## config.mk

```make
export PLATFORM = sky130hd
export DESIGN_NAME = palette_led_pulse_encoder_unit
export DESIGN_NICKNAME = d
export VERILOG_FILES = /design/src/design/plpe_pkg.sv /design/src/design/plpe_cfg_regs.sv /design/src/design/plpe_serializer.sv /design/src/design/plpe_out_reg.sv /design/src/design/palette_led_pulse_encoder_unit.sv
export SDC_FILE = /design/constraint.sdc
export NUM_CORES = 1
export LEC_CHECK = 0
export ABC_CLOCK_PERIOD_IN_PS = 2200
export BUFFER_PORTS_ARGS = -buffer_cell sky130_fd_sc_hd__clkbuf_2
export CAP_MARGIN = 20
export CORE_ASPECT_RATIO = 0.5
export CORE_MARGIN = 2
export CORE_UTILIZATION = 50
export CTS_BUF_LIST = sky130_fd_sc_hd__clkbuf_2
export CTS_CLUSTER_SIZE = 25
export DETAILED_ROUTE_END_ITERATION = 16
export PLACE_DENSITY = 0.74
export REMOVE_ABC_BUFFERS = 1
export SLEW_MARGIN = 10
export SYNTH_ARGS = -nofsm -noshare
export SYNTH_HDL_FRONTEND = slang
export SYNTH_SLANG_ARGS = --single-unit
```

## constraint.sdc

```tcl
create_clock -name clk -period 2.2 [get_ports clk]
set_input_delay 0.33 -clock clk [delete_from_list [all_inputs] [get_ports clk]]
set_output_delay 0.33 -clock clk [all_outputs]
set_load 0.02 [all_outputs]
```

## src/design/plpe_pkg.sv

```systemverilog
package plpe_pkg;

  localparam int unsigned PALETTE_ENTRIES_DEF = 6;
  localparam int unsigned PALETTE_SLOTS       = 16;
  localparam int unsigned SYMBOLS_PER_PIXEL   = 24;
  localparam int unsigned CNT_W               = 5;
  localparam int unsigned CFG_INDEX_W         = 3;
  localparam int unsigned CFG_DATA_W          = 16;

  localparam logic [23:0] DUMMY_COLOR = 24'hFFFFFF;

  // register indexes of the configuration port
  typedef enum logic [CFG_INDEX_W-1:0] {
    REG_T1_HI = 3'd0,
    REG_T1_LO = 3'd1,
    REG_T0_HI = 3'd2,
    REG_T0_LO = 3'd3,
    REG_GAP   = 3'd4
  } cfg_reg_t;

  typedef struct packed {
    logic [7:0] color_index;
    logic       frame_end;
  } in_beat_t;

  typedef struct packed {
    logic        bit_value;
    logic [7:0]  high_time;
    logic [15:0] low_time;
    logic        last_symbol;
  } out_beat_t;

  typedef struct packed {
    logic [7:0]  t1_hi;
    logic [7:0]  t1_lo;
    logic [7:0]  t0_hi;
    logic [7:0]  t0_lo;
    logic [15:0] gap;
  } timing_t;

  // palette entries as 0xBBRRGG
  localparam logic [23:0] PALETTE [PALETTE_SLOTS] = '{
    24'h000000, 24'h000F00, 24'h00000F, 24'h0F0000, 24'h0F0F0F, 24'hFFFFFF,
    24'hFFFFFF, 24'hFFFFFF, 24'hFFFFFF, 24'hFFFFFF, 24'hFFFFFF, 24'hFFFFFF,
    24'hFFFFFF, 24'hFFFFFF, 24'hFFFFFF, 24'hFFFFFF
  };

  // palette lookup with clamp, returned in green-red-blue wire order
  function automatic logic [23:0] wire_word(input logic [7:0] idx,
                                            input int unsigned entries);
    logic [23:0] c;
    c = DUMMY_COLOR;
    if ((32'(idx) < entries) && (32'(idx) < PALETTE_SLOTS)) begin
      c = PALETTE[idx[3:0]];
    end
    return {c[7:0], c[15:8], c[23:16]};
  endfunction

endpackage

```

## src/design/plpe_cfg_regs.sv

```systemverilog
module plpe_cfg_regs
  import plpe_pkg::*;
(
  input  logic                   clk,
  input  logic                   rst_n,
  input  logic                   cfg_valid,
  output logic                   cfg_ready,
  input  logic [CFG_INDEX_W-1:0] cfg_index,
  input  logic [CFG_DATA_W-1:0]  cfg_data,
  output timing_t                timing
);

  timing_t timing_r, timing_nxt;

  assign cfg_ready = 1'b1;
  assign timing    = timing_r;

  always_comb begin
    timing_nxt = timing_r;
    if (cfg_valid) begin
      case (cfg_index)
        REG_T1_HI: timing_nxt.t1_hi = cfg_data[7:0];
        REG_T1_LO: timing_nxt.t1_lo = cfg_data[7:0];
        REG_T0_HI: timing_nxt.t0_hi = cfg_data[7:0];
        REG_T0_LO: timing_nxt.t0_lo = cfg_data[7:0];
        REG_GAP:   timing_nxt.gap   = cfg_data;
        default:   timing_nxt = timing_r;
      endcase
    end
  end

  always_ff @(posedge clk) begin
    if (!rst_n) begin
      timing_r <= '{t1_hi: 8'd13, t1_lo: 8'd7, t0_hi: 8'd6,
                    t0_lo: 8'd14, gap: 16'd800};
    end else begin
      timing_r <= timing_nxt;
    end
  end

endmodule

```

## src/design/plpe_serializer.sv

```systemverilog
module plpe_serializer
  import plpe_pkg::*;
#(
  parameter int unsigned PALETTE_ENTRIES = PALETTE_ENTRIES_DEF
)
(
  input  logic      clk,
  input  logic      rst_n,
  input  logic      in_valid,
  output logic      in_stall,
  input  in_beat_t  in_data,
  input  timing_t   timing,
  input  logic      sym_take,
  output logic      sym_valid,
  output out_beat_t sym
);

  logic [23:0]      word_r, word_nxt;
  logic [CNT_W-1:0] cnt_r, cnt_nxt;
  logic             fe_r, fe_nxt;
  logic             busy_r, busy_nxt;
  logic             advance, done, accept, gap_sym;

  localparam logic [CNT_W-1:0] LAST_BIT = CNT_W'(SYMBOLS_PER_PIXEL - 1);
  localparam logic [CNT_W-1:0] GAP_SLOT = CNT_W'(SYMBOLS_PER_PIXEL);

  assign gap_sym = (cnt_r == GAP_SLOT);

  always_comb begin
    if (gap_sym) begin
      sym = '{bit_value: 1'b0, high_time: 8'd0, low_time: timing.gap,
              last_symbol: 1'b1};
    end else if (word_r[23]) begin
      sym = '{bit_value: 1'b1, high_time: timing.t1_hi,
              low_time: {8'd0, timing.t1_lo},
              last_symbol: !fe_r && (cnt_r == LAST_BIT)};
    end else begin
      sym = '{bit_value: 1'b0, high_time: timing.t0_hi,
              low_time: {8'd0, timing.t0_lo},
              last_symbol: !fe_r && (cnt_r == LAST_BIT)};
    end
  end

  assign sym_valid = busy_r;
  assign advance   = busy_r && sym_take;
  assign done      = advance && sym.last_symbol;
  assign in_stall  = busy_r && !done;
  assign accept    = in_valid && !in_stall;

  always_comb begin
    word_nxt = word_r;
    cnt_nxt  = cnt_r;
    fe_nxt   = fe_r;
    busy_nxt = busy_r;
    if (accept) begin
      word_nxt = wire_word(in_data.color_index, PALETTE_ENTRIES);
      cnt_nxt  = '0;
      fe_nxt   = in_data.frame_end;
      busy_nxt = 1'b1;
    end else if (done) begin
      busy_nxt = 1'b0;
    end else if (advance) begin
      word_nxt = {word_r[22:0], 1'b0};
      cnt_nxt  = cnt_r + CNT_W'(1);
    end
  end

  always_ff @(posedge clk) begin
    if (!rst_n) begin
      busy_r <= 1'b0;
      cnt_r  <= '0;
    end else begin
      busy_r <= busy_nxt;
      cnt_r  <= cnt_nxt;
    end
  end

  always_ff @(posedge clk) begin
    word_r <= word_nxt;
    fe_r   <= fe_nxt;
  end

endmodule

```

## src/design/plpe_out_reg.sv

```systemverilog
module plpe_out_reg
  import plpe_pkg::*;
(
  input  logic      clk,
  input  logic      rst_n,
  input  logic      sym_valid,
  output logic      sym_take,
  input  out_beat_t sym,
  output logic      out_valid,
  input  logic      out_stall,
  output out_beat_t out_data
);

  logic      valid_r, valid_nxt;
  out_beat_t data_r;

  assign sym_take  = !valid_r || !out_stall;
  assign valid_nxt = sym_take ? sym_valid : valid_r;
  assign out_valid = valid_r;
  assign out_data  = data_r;

  always_ff @(posedge clk) begin
    if (!rst_n) begin
      valid_r <= 1'b0;
    end else begin
      valid_r <= valid_nxt;
    end
  end

  always_ff @(posedge clk) begin
    if (sym_take && sym_valid) begin
      data_r <= sym;
    end
  end

endmodule

```

## src/design/palette_led_pulse_encoder_unit.sv

```systemverilog
// a pixel accepted into the pixel register passes its first symbol beat on to the output register
// throughput: one symbol beat per cycle unless out_stall holds it, 24 beats per pixel, 25 with frame_end
// the bit counter of the pixel register counts those beats; the next pixel is taken
// in the cycle its predecessor's final symbol enters the output register
// reset: synchronous active-low rst_n empties both stages and loads default timings
module palette_led_pulse_encoder_unit
  import plpe_pkg::*;
#(
  parameter int unsigned PALETTE_ENTRIES = PALETTE_ENTRIES_DEF
)
(
  input  logic                   clk,
  input  logic                   rst_n,
  // pixel input channel
  input  logic                   in_valid,
  output logic                   in_stall,
  input  in_beat_t               in_data,
  // symbol output channel
  output logic                   out_valid,
  input  logic                   out_stall,
  output out_beat_t              out_data,
  // configuration write channel
  input  logic                   cfg_valid,
  output logic                   cfg_ready,
  input  logic [CFG_INDEX_W-1:0] cfg_index,
  input  logic [CFG_DATA_W-1:0]  cfg_data
);

  // timing registers, always ready for a write beat
  timing_t   timing;
  // symbol handed from the pixel register to the output register
  logic      sym_valid;
  logic      sym_take;
  out_beat_t sym;

  plpe_cfg_regs u_cfg (
    .clk       (clk),
    .rst_n     (rst_n),
    .cfg_valid (cfg_valid),
    .cfg_ready (cfg_ready),
    .cfg_index (cfg_index),
    .cfg_data  (cfg_data),
    .timing    (timing)
  );

  // holds the wire word of the pixel and walks it msb first; the gap
  // symbol follows the 24 data symbols when the pixel ends a frame
  plpe_serializer #(
    .PALETTE_ENTRIES (PALETTE_ENTRIES)
  ) u_ser (
    .clk       (clk),
    .rst_n     (rst_n),
    .in_valid  (in_valid),
    .in_stall  (in_stall),
    .in_data   (in_data),
    .timing    (timing),
    .sym_take  (sym_take),
    .sym_valid (sym_valid),
    .sym       (sym)
  );

  // result register, refilled whenever it is empty or being taken
  plpe_out_reg u_out (
    .clk       (clk),
    .rst_n     (rst_n),
    .sym_valid (sym_valid),
    .sym_take  (sym_take),
    .sym       (sym),
    .out_valid (out_valid),
    .out_stall (out_stall),
    .out_data  (out_data)
  );

endmodule

```

# Yosys cells after proc, flatten, opt, wreduce, memory -nomap -nowiden

Memory sizes are Yosys's and may differ from the RTL's.
Cells that the tools add are included.

$add $sub $neg: 1
Magnitude comparators: 3
Equal/unequal tests: 7
Mux-type cells: 10
Bitwise operators: 3
Reduce and logical (&&, ||, !) cells: 23

Operators with widths:

| kind                                                     | number |
|---|---|
| 2-to-1 mux 24 bit                                        | 6 |
| 2-to-1 mux 26 bit                                        | 1 |
| 2-to-1 mux 17 bit                                        | 1 |
| AND reduction 2 bit                                      | 7 |
| == test 5 bit, second input constant                     | 2 |
| < comparator 8 x 3 -> 1 bit, second input constant       | 1 |
| < comparator 8 x 5 -> 1 bit, second input constant       | 1 |
| == test 3 x 2 -> 1 bit, second input constant            | 2 |
| logical AND 1 bit                                        | 6 |
| adder 5 x 1 -> 5 bit, second input constant              | 1 |
| greater-or-equal comparator 5 bit, second input constant | 1 |
| zero test 1 bit                                          | 5 |
| inverter 4 -> 5 bit                                      | 1 |
| nonzero test 2 bit                                       | 2 |
| == test 3 x 1 -> 1 bit, second input constant            | 1 |
| == test 3 bit, second input constant                     | 1 |
| zero test 3 bit                                          | 1 |
| 2-to-1 mux 1 bit                                         | 2 |
| != test 2 bit, second input constant                     | 1 |
| inverter 1 bit                                           | 2 |
| OR reduction 2 bit                                       | 1 |
| logical OR 1 bit                                         | 1 |

Flip-flop bits (word level): 106
Bits in read-only memories: 384
Bits of input ports: 33
Output and inout port bits: 29
Logic and storage cells: 62
Memories kept: 1

Memories:

| name            | depth | width | rd ports | clocked after Yosys merged registers in | wr ports | line           | text |
|---|---|---|---|---|---|---|---|
| (no name shown) | 16    | 24    | 1        | 0                                       | 0        | plpe_pkg.sv:54 | `c = PALETTE[idx[3:0]];` |

# Longest topological paths before layout

Gate-level depths: netlist (run 1).

Depth after elaboration: 11
Gate-level depth with buffers: 7
Mapped depth without buffers: 6

# By module

A second synthesis (run 1) with hierarchy kept.

Cell total of the unflattened synthesis: 377
Area total of the unflattened synthesis: 4,494.3 um2

By module, submodules not included:

| module          | instances | cells an instance | area each (um2) | seq. area each (um2) |
|---|---|---|---|---|
| plpe_cfg_regs   | 1         | 188               | 1,905.6         | 960.9 |
| plpe_serializer | 1         | 158               | 1,766.7         | 870.8 |
| plpe_out_reg    | 1         | 31                | 822.0           | 800.8 |

# Least setup slack after synthesis (run 1)

Ideal clock, no wire load.

Kind: register to register
Start: register u_ser.cnt_r[0]
End: register u_ser.word_r[0] (enable)
Setup time: 382 ps
Arrival: 1,850 ps
Required time: 1,818 ps
Setup slack: -32 ps
Stages on the path, launching flop included: 7
Path buffers: 1
Period minus slack after synthesis: 2,232 ps
Cells stage by stage: dfxtp_1 -> inv_1 -> ha_1 -> and4b_1 -> clkbuf_1 -> a211oi_2 -> or2_1

Cells in the longest elaborated chain, start to end: 11
Elaborated cells between the ends (all ways): 13
Classes of those cells: 3 x eq/ne; 2 x mux; 8 x reduce/logical

RTL lines:

| item                                                          | line                                         | text |
|---|---|---|
| start, declared                                               | plpe_serializer.sv:19                        | `logic [CNT_W-1:0] cnt_r, cnt_nxt;` |
| start signal, assigned                                        | plpe_serializer.sv:74                        | `cnt_r <= cnt_nxt;` |
| == test 5 bit                                                 | plpe_serializer.sv:36, plpe_serializer.sv:40 |  |
| logical AND 1 bit                                             | plpe_serializer.sv:36, plpe_serializer.sv:40 |  |
| 2-to-1 mux 26 bit                                             | plpe_serializer.sv:33                        | `end else if (word_r[23]) begin` |
| 2-to-1 mux 17 bit *                                           | plpe_serializer.sv:30                        | `if (gap_sym) begin` |
| logical AND 1 bit *                                           | plpe_serializer.sv:46                        | `assign done = advance && sym.last_symbol;` |
| zero test 1 bit                                               | plpe_serializer.sv:47                        | `assign in_stall = busy_r && !done;` |
| logical AND 1 bit                                             | plpe_serializer.sv:47                        |  |
| zero test 1 bit                                               | plpe_serializer.sv:48                        | `assign accept = in_valid && !in_stall;` |
| logical AND 1 bit                                             | plpe_serializer.sv:48                        |  |
| != test 2 bit (no line) or nonzero test 2 bit (tied branches) | --                                           |  |
| AND reduction 2 bit (no line) *                               | --                                           |  |
| end signal, assigned                                          | plpe_serializer.sv:79                        | `word_r <= word_nxt;` |
| end, declared                                                 | plpe_serializer.sv:18                        | `logic [23:0] word_r, word_nxt;` |

Mark *: on every way between the ends. The rest lies on a longest branch, timed or not.
A chain may end at the register's enable or synchronous reset.

# Worst setup path in the final report (run 1)

Start: register u_ser.cnt_r[0]
End: output port in_stall

Cells in the longest elaborated chain, start to end: 7
Elaborated cells between the ends (all ways): 8
Classes of those cells: 2 x eq/ne; 2 x mux; 4 x reduce/logical

RTL lines:

| item                | line                                         | text |
|---|---|---|
| == test 5 bit       | plpe_serializer.sv:36, plpe_serializer.sv:40 |  |
| logical AND 1 bit   | plpe_serializer.sv:36, plpe_serializer.sv:40 |  |
| 2-to-1 mux 26 bit   | plpe_serializer.sv:33                        |  |
| 2-to-1 mux 17 bit * | plpe_serializer.sv:30                        |  |
| logical AND 1 bit * | plpe_serializer.sv:46                        |  |
| zero test 1 bit *   | plpe_serializer.sv:47                        |  |
| logical AND 1 bit * | plpe_serializer.sv:47                        |  |
| end, declared       | palette_led_pulse_encoder_unit.sv:16         | `output logic in_stall,` |

Marks and branches as above.

==> reports/metrics.cfg, run 1 <==
[yosys]
synthDistinctLibCells=39
synth_edf_count=51
syn_area_um2=4279
synth_warnings=0
synth_cells=409
synth-seq-cells=106
synthArstFlopShare=0
avgSynthCellArea_um2=10.46
seq_area_frac_synth=0.6152
synthFlopType=dfxtp_1

[floorplan]
die_h_um=69.42
core-area_um2=8144
fp.dieArea_um2=9359
io_pins=62
rows=23
start_util=0.5254
chipWidth_um=134.8

[cts]
cts_buffers=9
cts_tree=built
cts_max_level=3
clock-root-buffer=clkbuf_2
cts_buffer_depth=2
clk_pin_slew_worst_paths_ps=250
clock_latency_ps=580
cts_sinks=106

[drt]
ant_nets=0
routed_wl_um=8365
initialDrtViolationCount=166
drc=0
vias=3125
viasPerCell=5.148
firstDrtPassIters=5
avgRoutedWirePerCell_um=13.78

[sta]
fin_crit_sh=1.004
setup_viol=1
skew_ps=38.90
rsz0062_at_grt=yes
finalCriticalPeriod_ps=2209
timing.final.ws_setup_ps=-9.182
hold_viol=0
clock.fmax_mhz=452.7
drv_slew=0

[status]
violations=negative setup slack
status=complete, but fails checks

[final_layout]
n_fill_cell=672
nets=525
antenna_cells=0
multi_input_area_um2=1536
drive_gt1_frac=0.2222
syn_to_final_growth_pct=18.25
regArea_um2=2635
final_util=0.6213

[power]
p_per_area_nw_per_um2=654.6
ir_drop_uv=319.2
leakagePower_nw=1.979

[worst_setup_path]
crit_fanout=4
end_kind=primary output
cp-start-kind=flip-flop
arrival_ps=1880
critPathRequiredTime_ps=1870
criticalPathCategory=reg -> out

[global_routing]
grt.overflow.total=0
antenna_found_initial=0
grt_max_degree=35
track_usage=0.1880
grt_pass1_wl_um=13830
grt_pass1_vias=2978

[placed_design]
detailed_place_hpwl_um=5269
place_ws_ps=116.6
place_congestion=0.8031
io_buffers=60

[flow_run]
cap_viol_max_count=0

[hold_path]
hold_class=in -> reg

power by group:
part | internal (mW) | leakage [nW] | total (mW) | switching (mW)
Combinational | 0.154 | 1.02 | 0.361 | 0.207
Clock | 0.157 | 0.0641 | 0.765 | 0.607
Sequential | 2.16 | 0.894 | 2.19 | 0.0267
Total | 2.47 | 1.98 | 3.31 | 0.841
area by class of cell:
| cell class | instances | share of cell area |
|---|---|---|
| tap | 112 | 0.02770 |
| multi-input combinational | 272 | 0.3037 |
| clock buffer | 11 | 0.01088 |
| timing repair buffer | 95 | 0.1266 |
| sequential | 106 | 0.5208 |
| inverter | 6 | 0.004451 |
| clock inverter | 5 | 0.005935 |
sequential cells by signal, summed over array words and instances, names as in the netlist:
register	count
u_ser.fe_r	1
u_ser.word_r	24
u_cfg.timing	48
u_ser.sym_valid	1
u_out.out_data	26
u_out.out_valid	1
u_ser.cnt_r	5
Yosys cell counts (2+ instances only):
master / number / area (µm²)
buf_4: 2 / 15.01
a21oi_1: 35 / 175.2
mux2_4: 2 / 30.03
nor2_1: 13 / 48.80
and3b_1: 3 / 26.28
nand3b_1: 2 / 15.01
o2111ai_1: 3 / 26.28
clkbuf_1: 17 / 63.81
buf_2: 4 / 20.02
edfxtp_1: 51 / 1531
nor3_1: 5 / 25.02
and2_1: 10 / 62.56
mux2i_1: 18 / 180.2
dfxtp_1: 55 / 1101
ha_1: 2 / 25.02
o21a_1: 22 / 165.2
nor2b_1: 2 / 12.51
and3_1: 2 / 12.51
nand2b_1: 2 / 12.51
nand3_1: 17 / 85.08
nand2_1: 109 / 409.1
a211oi_1: 2 / 15.01
inv_1: 6 / 22.52
o21ai_0: 10 / 50.05
stage by stage:
| stage | setup TNS (ps) | std cells | hold WS (ps) | area, µm² | power (mW) |
|---|---|---|---|---|---|
| floorplan | -5251 | 384 | 401.8 | 4165 | 2.406 |
| global placement | 0 | 567 | 438.8 | 4713 | 2.540 |
| detailed placement | 0 | 567 | 442.9 | 4713 | 2.547 |
| CTS | -73.12 | 605 | 2.470 | 5040 | 3.343 |
| global route | -129.0 | 607 | 13.86 | 5060 | 3.468 |
| finish | -9.182 | 607 | 38.28 | 5060 | 3.312 |
metal layers:
layer / global-route usage / up-vias / part of all wire / wire length, µm
met5: 0 / - / 0 / 0
li1: - / 1563 / - / -
met3: 0.06360 / 14 / 0.057 / 474
met1: 0.2350 / 1473 / 0.45 / 3743
met2: 0.3012 / 75 / 0.48 / 4012
met4: 0.07602 / 0 / 0.016 / 135
placed cells by master (no fill, tap or decap), drive strengths merged, types with 5 or more instances in the layout:
cell type    synthesis  routed
dfxtp               55      55
edfxtp              51      51
clkbuf              17      70
o21ai               10      10
dlygate4sd3          0      17
and2                10      10
nand2              109     109
o21a                23      23
buf                  8      19
a21oi               35      35
nor3                 5       5
inv                  6       8
nand3               17      17
nor2                13      13
mux2i               18      18
worst max-delay path, stage by stage (launching register included):
cell,delay [ps]
dfxtp_2,400
ha_2,200
and4bb_4,220
o211a_4,260
nor2_4,110
buf_8,120
repair_timing:
action,4_1_cts,5_1_grt
hold endpoints to repair,48,0
endpoints found under the setup margin,1,24
pin swaps,3,4
hold buffers,17,0
buffers inserted,5,2
gates cloned,0,0
resized for setup,11,3
path summary, 6_finish.rpt:
kind | start | to | slack [ps] | cells past startpoint
worst max-delay path | u_ser.cnt_r[0] | in_stall | -9 | 5
worst min-delay path | out_stall | u_out.out_valid | 40 | 3
worst max register to register | u_ser.cnt_r[0] | u_ser.word_r[6] | 40 | 7
worst min register to register | u_cfg.timing[13] | u_cfg.timing[13] | 470 | 2
cells by family (layout without fill, tap and decap cells):
logic type      Yosys count  after routing  synth area share
xor+xnor                  2              2          0.004094
simple gates            170            170            0.1766
fa+ha+maj                 2              2          0.005847
buf+inv                  31            117           0.03187
other cells               1              1         0.0008764
mux                      21             21           0.05175
flops                   106            106            0.6152
compound gates           76             76            0.1137
(Power assumes the default switching activity.)
==> run 2, diff against run 1 <==
--- a/config.mk
+++ b/config.mk
@@ -10,11 +10,11 @@
 export CAP_MARGIN = 20
 export CORE_ASPECT_RATIO = 0.5
 export CORE_MARGIN = 2
-export CORE_UTILIZATION = 50
+export CORE_UTILIZATION = 45
 export CTS_BUF_LIST = sky130_fd_sc_hd__clkbuf_2
 export CTS_CLUSTER_SIZE = 25
 export DETAILED_ROUTE_END_ITERATION = 16
-export PLACE_DENSITY = 0.74
+export PLACE_DENSITY = 0.68
 export REMOVE_ABC_BUFFERS = 1
 export SLEW_MARGIN = 10
 export SYNTH_ARGS = -nofsm -noshare
==> run 2 against run 1 <==
  * The flow still finishes with violations (negative setup slack)
  * Sequential share of layout area fell by 0.33 points
  * Setup slack improved by 4.2 ps
  * Via count fell by 1.7%
  * Hold slack improved by 130 ps
  * Flip-flop and latch count did not move
  * Critical path depth rose by 1
  * Power rose by 4.0%
  * Largest power group unchanged
==> reports/metrics.cfg, run 2 (synthesis results as in run 1) <==
[sta]
finalCriticalPeriod_ps=2205  ; was 2209 ps
timing.final.ws_setup_ps=-5.017  ; was -9.182 ps
setup_viol=1  ; unchanged
fin_setup_tns_ps=-5.017  ; was -9.182 ps
skew_ps=32.74  ; was 38.90 ps
clock.fmax_mhz=453.5  ; was 452.7 MHz
fin_crit_sh=1.002  ; was 1.004
hold_viol=0  ; unchanged
drv_slew=0  ; unchanged
rsz0062_at_grt=yes  ; unchanged
finalHoldWorstSlack_ps=171.9  ; was 38.28 ps

[final_layout]
final_cell_mix=109 x nand2_1, 69 x clkbuf_2, 53 x dfxtp_1, 51 x edfxtp_1, 35 x a21oi_1  ; was 109 x nand2_1, 70 x clkbuf_2, 53 x dfxtp_1, 51 x edfxtp_1, 35 x a21oi_1
design_area_um2=5092  ; was 5060 µm²
drive_gt1_frac=0.2182  ; was 0.2222
final_cells=616  ; was 607
nets=525  ; unchanged
layout_commonest_cell=nand2_1  ; unchanged
multi_input_area_um2=1534  ; was 1536 µm²
syn_to_final_growth_pct=19.01  ; was 18.25%
largest_register_ffs=48  ; unchanged
final_util=0.5445  ; was 0.6213
n_fill_cell=867  ; was 672
regArea_um2=2635  ; unchanged
antenna_cells=0  ; unchanged

[status]
violations=negative setup slack  ; unchanged
status=complete, but fails checks  ; unchanged

[placed_design]
dpl_cell_area_um2=4712  ; was 4713 µm²
io_buffers=60  ; unchanged
dp.cells=576  ; was 567
detailed_place_hpwl_um=5300  ; was 5269 µm
place_ws_ps=136.9  ; was 116.6 ps
place_congestion=0.7201  ; was 0.8031

[worst_setup_path]
crit_path_start=u_ser.cnt_r[0]  ; unchanged
worstPathCellList=inv_2, ha_4, and3b_2, o211a_4, nor2_4, buf_8  ; was ha_2, and4bb_4, o211a_4, nor2_4, buf_8
cp-start-kind=flip-flop  ; unchanged
arrival_ps=1880  ; about the same
timing.rr.start=u_ser.cnt_r[0]  ; unchanged
slowest_delay_ps=410  ; was 400 ps
r2r-end=u_ser.word_r[14]  ; was u_ser.word_r[6]
r2r_slack_ps=60  ; was 40 ps
crit_slowest_cell=dfxtp_2  ; unchanged
critPathRequiredTime_ps=1870  ; about the same
criticalPathCategory=reg -> out  ; unchanged
end_kind=primary output  ; unchanged
worstRegToRegCells=8  ; was 7
crit_fanout=3  ; was 4

[floorplan]
die_h_um=72.96  ; was 69.42 µm
core-area_um2=9353  ; was 8144 µm²
chipWidth_um=141.9  ; was 134.8 µm
fp.dieArea_um2=10350  ; was 9359 µm²
io_pins=62  ; unchanged
start_util=0.4575  ; was 0.5254
rows=25  ; was 23

[drt]
initialDrtViolationCount=176  ; was 166
viasPerCell=4.987  ; was 5.148
routed_wl_um=8514  ; was 8365 µm
avgRoutedWirePerCell_um=13.82  ; was 13.78 µm
ant_nets=0  ; unchanged
drc=0  ; unchanged
vias=3072  ; was 3,125
firstDrtPassIters=4  ; was 5

[cts]
cts_tree=built  ; unchanged
cts_max_level=3  ; unchanged
clock_latency_ps=590  ; was 580 ps
cts_sinks=106  ; unchanged
clk_pin_slew_worst_paths_ps=290  ; was 250 ps
clock-root-buffer=clkbuf_2  ; unchanged
cts_buffer_depth=2  ; unchanged
cts_buffers=9  ; unchanged

[power]
power.internal_mw=2.580  ; was 2.471 mW
ir_drop_uv=228.1  ; was 319.2 µV
power_mw=3.444  ; was 3.312 mW
clkPwrFrac=0.262  ; was 0.231
switching_share=0.2508  ; was 0.2540
power_frac_comb=0.103  ; was 0.109
p_sw_uw=863.9  ; was 841.3 µW
seqPwrFrac=0.635  ; was 0.660
p_per_area_nw_per_um2=676.4  ; was 654.6 nW/µm²
leakagePower_nw=1.982  ; was 1.979 nW

[hold_path]
hold_depth=2  ; was 3
hold_class=in -> reg  ; unchanged
worstHoldStart=rst_n  ; was out_stall
hold_path_end=u_cfg.timing[19]  ; was u_out.out_valid

[global_routing]
grt_max_degree=35  ; unchanged
antenna_found_initial=0  ; unchanged
grt.overflow.total=0  ; unchanged
track_usage=0.1764  ; was 0.1880
grt_pass1_wl_um=13940  ; was 13,830 µm
grt_pass1_vias=2869  ; was 2,978

[flow_run]
cap_viol_max_count=0  ; unchanged

-- run 2: cell count changes in the layout (fill, tap and decap cells not counted), sizes merged --
| cell | change |
|---|---|
| clkinv | -1 |
| bufinv | +1 |
| dlygate4sd3 | +2 |
| clkbuf | -1 |
| buf | -2 |
| clkinvlp | +1 |
-- run 2: power by group through the flow --
stage / combinational, mW / clock [mW] / sequential, mW
3_5_place_dp: 0.318 / 0 / 2.23
4_1_cts: 0.355 / 0.947 / 2.19
6_report: 0.355 / 0.902 / 2.19
5_1_grt: 0.390 / 1.02 / 2.20
3_3_place_gp: 0.312 / 0 / 2.23
2_1_floorplan: 0.142 / 0 / 2.26
-- run 2: layer usage --
layer,track usage,vias up,share of wire
met2,0.2945,56,0.46
li1,-,1562,-
met4,0.06444,0,0.016
met5,0,-,0
met1,0.2278,1441,0.49
met3,0.04331,13,0.041
-- run 2: critical path, delay by kind of cell, from the launching register on --
family / cells / cell delay (ps)
AND/OR/NAND/NOR: 2 / 330
buffers and inverters: 2 / 170
adder cells (fa/ha/maj): 1 / 150
flip-flops: 1 / 410
AO/OA/AOI/OAI: 1 / 240
-- run 2: worst max path at each step --
stage                            endpoint  cells after the start
after floorplan           u_ser.word_r[0]                      5
after global routing             in_stall                      6
final                            in_stall                      6
after CTS                        in_stall                      6
after global placement    u_ser.word_r[8]                      7
after detailed placement  u_ser.word_r[9]                      7
-- run 2: what timing repair did --
action                                 in CTS  in global routing
hold buffers                               19                  0
setup endpoints to repair                   1                 25
endpoints found under the hold margin      51                  0
gates resized for setup                    11                  2
buffers inserted                            5                  0
pin swaps                                   2                  2
-- run 2: final cells by class --
| class | instances | share of cell area |
|---|---|---|
| repair buffers | 95 | 0.1243 |
| inverters | 6 | 0.004423 |
| multi-input cells | 272 | 0.3012 |
| clock buffers | 10 | 0.009828 |
| flip-flops and latches | 106 | 0.5174 |
| well taps | 121 | 0.02973 |
| clock inverters | 6 | 0.01302 |
